**config.mk**
```make
export PLATFORM = sky130hd
export DESIGN_NAME = zero_run_length_encoder_core
export DESIGN_NICKNAME = d
export VERILOG_FILES = /design/src/design/zrle_pkg.sv /design/src/design/zrle_front.sv /design/src/design/zrle_fifo.sv /design/src/design/zrle_back.sv /design/src/design/zero_run_length_encoder_core.sv
export SDC_FILE = /design/constraint.sdc
export NUM_CORES = 1
export LEC_CHECK = 0
export CAP_MARGIN = 20
export CORE_MARGIN = 2
export CORE_UTILIZATION = 45
export CTS_BUF_LIST = sky130_fd_sc_hd__clkbuf_4
export DETAILED_ROUTE_END_ITERATION = 16
export DONT_BUFFER_PORTS = 1
export PLACE_DENSITY_LB_ADDON = 0.05
export SLEW_MARGIN = 20
export SYNTH_ARGS = -nofsm -noshare
export SYNTH_HDL_FRONTEND = slang
export SYNTH_SLANG_ARGS = --single-unit
```
**constraint.sdc**
```tcl
create_clock -name i_clk -period 4.6 [get_ports i_clk]
set_input_delay 1.38 -clock i_clk [delete_from_list [all_inputs] [get_ports i_clk]]
set_output_delay 1.38 -clock i_clk [all_outputs]
set_load 0.01 [all_outputs]
```
**src/design/zrle_pkg.sv**
```systemverilog
// Shared constants and types for the zero run-length encoder.
package zrle_pkg;

    // Symbol width handling.
    localparam int SYMBOL_BITS = 16;
    localparam int CODE_W      = 16;
    localparam logic [CODE_W-1:0] SYM_MASK =
        (SYMBOL_BITS >= CODE_W) ? {CODE_W{1'b1}} : CODE_W'((64'd1 << SYMBOL_BITS) - 64'd1);

    // Code words.
    localparam logic [CODE_W-1:0] ESCAPE_CODE   = {CODE_W{1'b1}};
    localparam logic [CODE_W-1:0] MIN_CODED_RUN = CODE_W'(3);

    // Burst queue geometry.
    localparam int MAX_WORDS  = 3;
    localparam int FIFO_DEPTH = 4;
    localparam int FIFO_AW    = $clog2(FIFO_DEPTH);

    // One burst of output words produced by a single item.
    typedef struct packed {
        logic [1:0]                        num_words;
        logic [MAX_WORDS-1:0][CODE_W-1:0]  words;
        logic                              eos;
    } t_burst;

    // Queue status seen by the back end.
    typedef struct packed {
        logic empty;
        logic full;
    } t_fifo_status;

endpackage

```
**src/design/zrle_front.sv**
```systemverilog
// Front end: accepts symbols, tracks the zero run and builds output bursts.
module zrle_front (
    input  logic                        i_clk,
    input  logic                        i_rst_n,
    input  logic                        i_accept,
    input  logic [zrle_pkg::CODE_W-1:0] i_symbol,
    input  logic                        i_end_of_stream,
    output logic                        o_push,
    output zrle_pkg::t_burst            o_burst
);

    logic [zrle_pkg::CODE_W-1:0] r_count;
    logic [zrle_pkg::CODE_W-1:0] n_count;
    logic [zrle_pkg::CODE_W-1:0] sym;
    logic [zrle_pkg::CODE_W-1:0] inc;
    zrle_pkg::t_burst            burst;

    // Mask the symbol and keep literals clear of the escape code.
    always_comb begin
        sym = i_symbol & zrle_pkg::SYM_MASK;
        if (sym == zrle_pkg::ESCAPE_CODE) begin
            sym = zrle_pkg::ESCAPE_CODE - zrle_pkg::CODE_W'(1);
        end
        inc = r_count + zrle_pkg::CODE_W'(1);
    end

    // Classify the item into a burst of zero to three words.
    always_comb begin
        burst           = '0;
        burst.eos       = i_end_of_stream;
        n_count         = r_count;
        if (sym == '0) begin
            if (inc == zrle_pkg::ESCAPE_CODE) begin
                // The run hit the longest codable length: split it here.
                burst.num_words = 2'd2;
                burst.words[0]  = zrle_pkg::ESCAPE_CODE;
                burst.words[1]  = zrle_pkg::ESCAPE_CODE;
                n_count         = '0;
            end else if (i_end_of_stream) begin
                // Flush the run including this zero.
                if (inc >= zrle_pkg::MIN_CODED_RUN) begin
                    burst.num_words = 2'd2;
                    burst.words[0]  = zrle_pkg::ESCAPE_CODE;
                    burst.words[1]  = inc;
                end else begin
                    burst.num_words = inc[1:0];
                end
                n_count = '0;
            end else begin
                n_count = inc;
            end
        end else begin
            // A nonzero symbol ends the run, then passes through.
            if (r_count >= zrle_pkg::MIN_CODED_RUN) begin
                burst.num_words = 2'd3;
                burst.words[0]  = zrle_pkg::ESCAPE_CODE;
                burst.words[1]  = r_count;
                burst.words[2]  = sym;
            end else begin
                burst.num_words = r_count[1:0] + 2'd1;
                burst.words[r_count[1:0]] = sym;
            end
            n_count = '0;
        end
    end

    // Run counter.
    always_ff @(posedge i_clk) begin
        if (!i_rst_n) begin
            r_count <= '0;
        end else if (i_accept) begin
            r_count <= n_count;
        end
    end

    assign o_push  = i_accept && (burst.num_words != 2'd0);
    assign o_burst = burst;

endmodule

```
**src/design/zrle_fifo.sv**
```systemverilog
// Short queue of bursts between the front end and the back end.
module zrle_fifo (
    input  logic                    i_clk,
    input  logic                    i_rst_n,
    input  logic                    i_push,
    input  zrle_pkg::t_burst        i_burst,
    input  logic                    i_pop,
    output zrle_pkg::t_burst        o_head,
    output zrle_pkg::t_fifo_status  o_status
);

    zrle_pkg::t_burst              r_mem [zrle_pkg::FIFO_DEPTH];
    logic [zrle_pkg::FIFO_AW-1:0]  r_wr_ptr;
    logic [zrle_pkg::FIFO_AW-1:0]  r_rd_ptr;
    logic [zrle_pkg::FIFO_AW:0]    r_fill;
    logic                          do_push;
    logic                          do_pop;

    assign do_push = i_push && !o_status.full;
    assign do_pop  = i_pop && !o_status.empty;

    // Entry storage.
    always_ff @(posedge i_clk) begin
        if (do_push) begin
            r_mem[r_wr_ptr] <= i_burst;
        end
    end

    // Pointers and fill level.
    always_ff @(posedge i_clk) begin
        if (!i_rst_n) begin
            r_wr_ptr <= '0;
            r_rd_ptr <= '0;
            r_fill   <= '0;
        end else begin
            if (do_push) begin
                r_wr_ptr <= r_wr_ptr + zrle_pkg::FIFO_AW'(1);
            end
            if (do_pop) begin
                r_rd_ptr <= r_rd_ptr + zrle_pkg::FIFO_AW'(1);
            end
            if (do_push && !do_pop) begin
                r_fill <= r_fill + (zrle_pkg::FIFO_AW+1)'(1);
            end else if (do_pop && !do_push) begin
                r_fill <= r_fill - (zrle_pkg::FIFO_AW+1)'(1);
            end
        end
    end

    assign o_head         = r_mem[r_rd_ptr];
    assign o_status.empty = (r_fill == '0);
    assign o_status.full  = (r_fill == (zrle_pkg::FIFO_AW+1)'(zrle_pkg::FIFO_DEPTH));

endmodule

```
**src/design/zrle_back.sv**
```systemverilog
// Back end: unpacks queued bursts into one output item per cycle while the output is not stalled.
module zrle_back (
    input  logic                        i_clk,
    input  logic                        i_rst_n,
    input  zrle_pkg::t_burst            i_head,
    input  zrle_pkg::t_fifo_status      i_status,
    output logic                        o_pop,
    input  logic                        i_stall,
    output logic                        o_valid,
    output logic [zrle_pkg::CODE_W-1:0] o_code,
    output logic                        o_last_of_burst,
    output logic                        o_stream_done
);

    logic                        r_valid;
    logic [zrle_pkg::CODE_W-1:0] r_code;
    logic                        r_last;
    logic                        r_done;
    logic [1:0]                  r_idx;
    logic                        load;
    logic                        final_word;

    // Load the output register from the queue head whenever a burst is queued and the register is empty or being taken.
    assign load       = !i_status.empty && (!r_valid || !i_stall);
    assign final_word = (r_idx == (i_head.num_words - 2'd1));
    assign o_pop      = load && final_word;

    // Control: output valid and word index within the head burst.
    always_ff @(posedge i_clk) begin
        if (!i_rst_n) begin
            r_valid <= 1'b0;
            r_idx   <= 2'd0;
        end else begin
            if (load) begin
                r_valid <= 1'b1;
                r_idx   <= final_word ? 2'd0 : r_idx + 2'd1;
            end else if (!i_stall) begin
                r_valid <= 1'b0;
            end
        end
    end

    // Payload of the output register.
    always_ff @(posedge i_clk) begin
        if (load) begin
            r_code <= i_head.words[r_idx];
            r_last <= final_word;
            r_done <= final_word && i_head.eos;
        end
    end

    assign o_valid         = r_valid;
    assign o_code          = r_code;
    assign o_last_of_burst = r_last;
    assign o_stream_done   = r_done;

endmodule

```
**src/design/zero_run_length_encoder_core.sv**
```systemverilog
// Top level of the zero run-length encoder: front end, burst queue, back end.
//
//  Channel  Direction  Handshake           Payload
//  input    in         i_valid / o_stall   i_symbol, i_end_of_stream
//  output   out        o_valid / i_stall   o_code, o_last_of_burst, o_stream_done
//
// An item is taken every cycle while the four-entry burst queue has room.
// Each item yields zero to three output items; the back end sends one per cycle while not stalled.
// An item's burst is written into the queue when the item is taken, then its words pass through the output register.
// Reset is synchronous, active low, and clears the run count and the queue.
// Output stalls hold the output register; the queue fills and then o_stall rises.
module zero_run_length_encoder_core (
    input  logic                        i_clk,
    input  logic                        i_rst_n,
    input  logic                        i_valid,
    output logic                        o_stall,
    input  logic [zrle_pkg::CODE_W-1:0] i_symbol,
    input  logic                        i_end_of_stream,
    output logic                        o_valid,
    input  logic                        i_stall,
    output logic [zrle_pkg::CODE_W-1:0] o_code,
    output logic                        o_last_of_burst,
    output logic                        o_stream_done
);

    zrle_pkg::t_burst       burst;
    zrle_pkg::t_burst       head;
    zrle_pkg::t_fifo_status status;
    logic                   push;
    logic                   pop;
    logic                   accept;

    // Input items are taken whenever the queue is not full.
    assign o_stall = status.full;
    assign accept  = i_valid && !status.full;

    zrle_front u_front (
        .i_clk           (i_clk),
        .i_rst_n         (i_rst_n),
        .i_accept        (accept),
        .i_symbol        (i_symbol),
        .i_end_of_stream (i_end_of_stream),
        .o_push          (push),
        .o_burst         (burst)
    );

    zrle_fifo u_fifo (
        .i_clk    (i_clk),
        .i_rst_n  (i_rst_n),
        .i_push   (push),
        .i_burst  (burst),
        .i_pop    (pop),
        .o_head   (head),
        .o_status (status)
    );

    zrle_back u_back (
        .i_clk           (i_clk),
        .i_rst_n         (i_rst_n),
        .i_head          (head),
        .i_status        (status),
        .o_pop           (pop),
        .i_stall         (i_stall),
        .o_valid         (o_valid),
        .o_code          (o_code),
        .o_last_of_burst (o_last_of_burst),
        .o_stream_done   (o_stream_done)
    );

endmodule

```
* Yosys cells after proc, flatten, opt, wreduce, memory -nomap -nowiden
Memories as Yosys holds them, arrays and structs flattened. A register that Yosys moved wholly into a read port is not among the register bits.
Index checks and enable logic that the tools add are counted.
** Word-level totals
- Flip-flop bits (word level) :: 44
- Memory bits (writable) :: 204
- Output and inout bits :: 20
- Logic and storage cells :: 77
- Memories :: 1
** Memory list
- u_fifo.r_mem :: depth 4, bits a word 51, read ports 1, clocked after Yosys merged registers in 1, write ports 1, line zrle_fifo.sv:12 : zrle_pkg::t_burst r_mem [zrle_pkg::FIFO_DEPTH];
** Cells by class
- $add $sub $neg :: 8
- $lt $le $gt $ge :: 5
- Equality and inequality tests :: 5
- Muxes and demuxes :: 27
- Bitwise gates (word level) :: 1
- Reductions and logical operators :: 21
** Operators with widths (count)
- 32-bit two-way mux :: 4
- 16-bit two-way mux :: 7
- 50-bit two-way mux :: 1
- 48-bit AND :: 1
- 16-bit binary-select mux with 2-bit select :: 1
- 16-bit demux with 2-bit select :: 1
- 16-bit == test (second input constant) :: 2
- 16-bit by 2-bit >= comparator with 1-bit output (second input constant) :: 2
- 16-bit by 1-bit adder with 16-bit output (second input constant) :: 1
- 16-bit logical NOT :: 1
- 2-bit two-way mux :: 7
- 1-bit logical AND :: 10
- 2-bit by 1-bit adder with 2-bit output (second input constant) :: 4
- 1-bit logical NOT :: 6
- 2-bit by 3-bit < comparator with 1-bit output (second input constant) :: 2
- 3-bit two-way mux :: 2
- 1-bit two-way mux :: 4
- 2-bit nonzero test :: 2
- 3-bit by 1-bit adder with 3-bit output (second input constant) :: 1
- 3-bit == test (second input constant) :: 1
- 3-bit logical NOT :: 1
- 3-bit by 1-bit subtractor with 3-bit output (second input constant) :: 1
- 2-bit == test :: 1
- 2-bit by 1-bit >= comparator with 1-bit output (second input constant) :: 1
- 3 further kinds :: 3

* Logic depth before layout (Yosys ltp)
- Depth after elaboration :: 14
- Gate-level depth with buffers :: 17
- Depth with buffers taken out :: 14

* Modules after synthesis
Synthesis repeated with hierarchy kept, for this count alone.
** Unflattened totals
- Cells, all modules :: 781
- Area total of the unflattened synthesis :: 11415.9 µm²
** By module, submodules not included
- zrle_fifo :: times used 1, cells an instance 315, area an instance 7907.6 µm²
- zrle_front :: times used 1, cells an instance 369, area an instance 2399.8 µm²
- zrle_back :: times used 1, cells an instance 96, area an instance 1094.8 µm²
- zero_run_length_encoder_core :: times used 1, cells an instance 1, area an instance 13.8 µm²

* Worst setup path before layout
Ideal clock, no wire load.
- Path type :: flip-flop to flip-flop
- Start point :: reg u_front.r_count[0] (netlist bit)
- End point :: mem u_fifo.r_mem[0][0] (netlist bit), enable pin
- Setup time :: 414 ps
- Data arrival time :: 4105 ps
- Required time :: 4186 ps
- Slack :: 81 ps
- Stages on the path, launching flop included :: 12
- Buffers on the path :: 2
- Period minus slack after synthesis :: 4519 ps
- Path through :: dfxtp_1 ha_1 buf_4 nand3_4 or4_1 a22oi_1 or4b_1 or4b_1 a22oi_2 o21ba_2 buf_4 and2_1
** RTL lines
- from (decl) :: line zrle_front.sv:12 : logic [zrle_pkg::CODE_W-1:0] r_count;
- from (signal assigned) :: line zrle_front.sv:72 : r_count <= n_count;
- to (decl) :: line zrle_fifo.sv:12

==> impl_metrics.ini <==
[critical_path]
start_kind = flip-flop
r2r-end = u_fifo.r_fill[2]
cp.arrival_ns = 4.92
r2r-start = u_front.r_count[2]
rrSetupSlack_ns = 0.24
path_class = reg2reg
r2r_cells = 13
cp_data_required_time_ns = 5.16
cp-end-kind = flip-flop
cp_max_fo = 14

[cts]
clock-root-buffer = clkbuf_4
insertion_delay_ns = 0.65
cts_resized = 0
cts_max_path_buffers = 3
cts_setup_buffers = 0
cts_buffers = 68
clk_pin_slew_worst_paths_ns = 0.07
tritoncts = done
cts_hold_buf = 0
cts_sinks = 250
h-tree-depth = 3

[floorplanning]
start_util_pct = 46.1
die_h_um = 159
die-area_um2 = 25400
core_um2 = 23600
fp.dieW_um = 159
row_count = 56
ioPinCount = 41

[routing]
vias = 6476
drt_iter0_markers = 530
drt_first_pass_iters = 5
wire_per_inst_um = 23.4
drt_wl_total_um = 26400
drc_errors = 0
post_drt_via_cell_ratio = 5.74
drtAntennaViolNets = 0

[min_path]
hold_path_depth = 2
whs_endpoint = u_fifo.r_wr_ptr[0]
hp-class = reg2reg
min_from = u_fifo.r_wr_ptr[0]

[grt]
grt_max_degree = 43
grt_use_total_pct = 21.0
grt_pass1_vias = 6933
antenna_found_initial = 2
grt_pass1_wl_um = 40300
grt_overflow = 0

[synth]
syn_nets = 745
syn_area_um2 = 10900
async_reset_ff_share_pct = 0
yosys-top-cells-area = edfxtp_1 (61%), mux4_2 (11%), dfxtp_1 (5.2%)
synth.largest_area_cell = edfxtp_1
yosysTopAreaCellShare_pct = 61.3
yosysWarnings = 0
synth_ff_type = edfxtp_1
netlist_instances = 714
ys_types = 59
ys_seq_area_share_pct = 66.4
avgSynthCellArea_um2 = 15.2
synth_seq_cells = 250
synth_edf_count = 222

[place]
port_buffers = 0
place_congestion = 0.908
dp_hpwl_um = 16800

[sta]
max_slew_margin_pct = 27.1
setup_violations = 0
clock_skew_ns = 0.0530
period_share_pct = 94.8
finalMaxSlewViolations = 0
fin_tns_setup_ns = 0
rsz0062_at_grt = no
hold_viol = 0
worstMarginPinSlew_ns = 1.09
min_period_ns = 4.36
timing.fmax_mhz = 229

[final_layout]
n_fill_cell = 2044
syn2layout_area_growth_pct = 12.3
utilization_pct = 51.7
nets = 798
drive_gt1_share_pct = 25.3

[pwr]
cellLeakagePower_nw = 4.18
peakVddDrop_mv = 0.246
power_mw = 5.95
p_per_area_nw_per_um2 = 487

[outcome]
outcome = completed

[job]
maxCapViolCount = 0
==> cells by family after synthesis <==
| kind of cell | after synthesis | synth area share, % |
|---|---|---|
| and+or+nand+nor | 184 | 9.15 |
| DFF | 250 | 66.4 |
| buffers and inverters | 80 | 2.97 |
| muxes | 72 | 12.5 |
| AOI/OAI and AO/OA | 103 | 6.54 |
| adders and majority gates | 10 | 1.22 |
| xor gates and xnor gates | 15 | 1.21 |
==> through the flow <==
step / instances / hold WS (ns) / area, µm² / setup WS (ns)
after floorplan: 714 / 0.468 / 10900 / 0.0812
after global placement: 1016 / 0.480 / 11400 / 0.401
after detailed placement: 1016 / 0.515 / 11400 / 0.243
after CTS: 1128 / 0.522 / 12200 / 0.288
after global routing: 1129 / 0.556 / 12200 / 0.0712
final: 1129 / 0.518 / 12200 / 0.240
==> synth_stat cells, types with 3 or more instances <==
cell type,count
inv_1,25
dfxtp_1,28
a21boi_0,4
nor3_1,12
nand2_1,54
a31oi_1,13
a221o_1,5
nor4_1,13
clkbuf_1,35
mux2i_1,21
edfxtp_1,222
buf_4,3
and4_1,4
nor2b_1,12
and3_1,4
a22oi_1,11
buf_1,13
xor2_1,5
nand4_1,14
nand2b_1,6
xnor2_1,10
and2_1,25
a21o_1,3
o21ai_1,3
nor2_1,13
nand3_1,12
nand3b_1,4
o22ai_1,17
mux4_2,51
a21oi_1,14
o21ai_0,12
or3_1,3
ha_1,9
==> layout make-up <==
class	instances	area, µm²	area share (%)
Antenna cell	1	2.50	0.0205
Clock buffer	97	728	5.96
Clock inverter	15	86.3	0.707
Inverter	25	93.8	0.768
Multi-Input combinational cell	384	3340	27.3
Sequential cell	250	7230	59.2
Timing Repair Buffer	38	335	2.74
Tap cell	319	399	3.27
==> routing by layer <==
metal | GRT usage [%] | part of all wire [%] | up-vias | wire length, µm
li1 | - | - | 2944 | -
met1 | 28.0 | 44 | 3327 | 11700
met2 | 34.0 | 48 | 174 | 12700
met3 | 5.97 | 6.2 | 31 | 1640
met4 | 6.03 | 1.2 | 0 | 317
met5 | 0 | 0 | - | 0
==> sequential cells by signal, indices dropped and copies added (netlist names), named ones only <==
name / cells
u_fifo.r_mem: 204
u_back.o_last_of_burst: 1
u_back.o_stream_done: 1
u_back.r_idx: 2
u_fifo.r_wr_ptr: 2
u_fifo.r_rd_ptr: 2
u_front.r_count: 16
u_back.o_valid: 1
u_back.o_code: 16
u_fifo.r_fill: 3
==> worst max path at each step <==
stage | startpoint | slack (ns) | end
2_1_floorplan | u_front.r_count[0] | 0.08 | u_fifo.r_mem[0][0]
3_3_place_gp | u_front.r_count[2] | 0.40 | u_fifo.r_fill[2]
3_5_place_dp | i_symbol[10] | 0.24 | u_fifo.r_fill[2]
4_1_cts | u_front.r_count[2] | 0.29 | u_fifo.r_fill[2]
5_1_grt | u_front.r_count[0] | 0.07 | u_fifo.r_fill[2]
6_report | u_front.r_count[2] | 0.24 | u_fifo.r_fill[2]
==> worst max-delay path: stages (launching register included) <==
cell      delay, ns
dfxtp_1        0.60
nand3_4        0.10
or4_1          0.51
a22oi_1        0.24
or4b_1         0.50
or4b_1         0.53
a22oi_2        0.18
o21ba_2        0.27
ha_1           0.22
inv_1          0.06
fa_1           0.37
xor2_1         0.18
or3_1          0.32
a21boi_0       0.19
==> report_power, final <==
part           total (mW)  internal, mW  switching, mW
Combinational        1.08         0.459          0.617
Clock                1.88          1.02          0.861
Sequential           3.00          2.84          0.164
==> cells in the final DEF (no fill, tap or decap), types with 14 or more instances in the layout <==
master,n
edfxtp_1,222
and2_1,21
nand2_1,54
mux4_2,51
dfxtp_1,26
clkbuf_4,97
inv_1,25
buf_4,34
o22ai_1,17
a21oi_1,14
mux2i_1,21
nand4_1,14
Note: power is estimated with default switching activity, not from simulation.
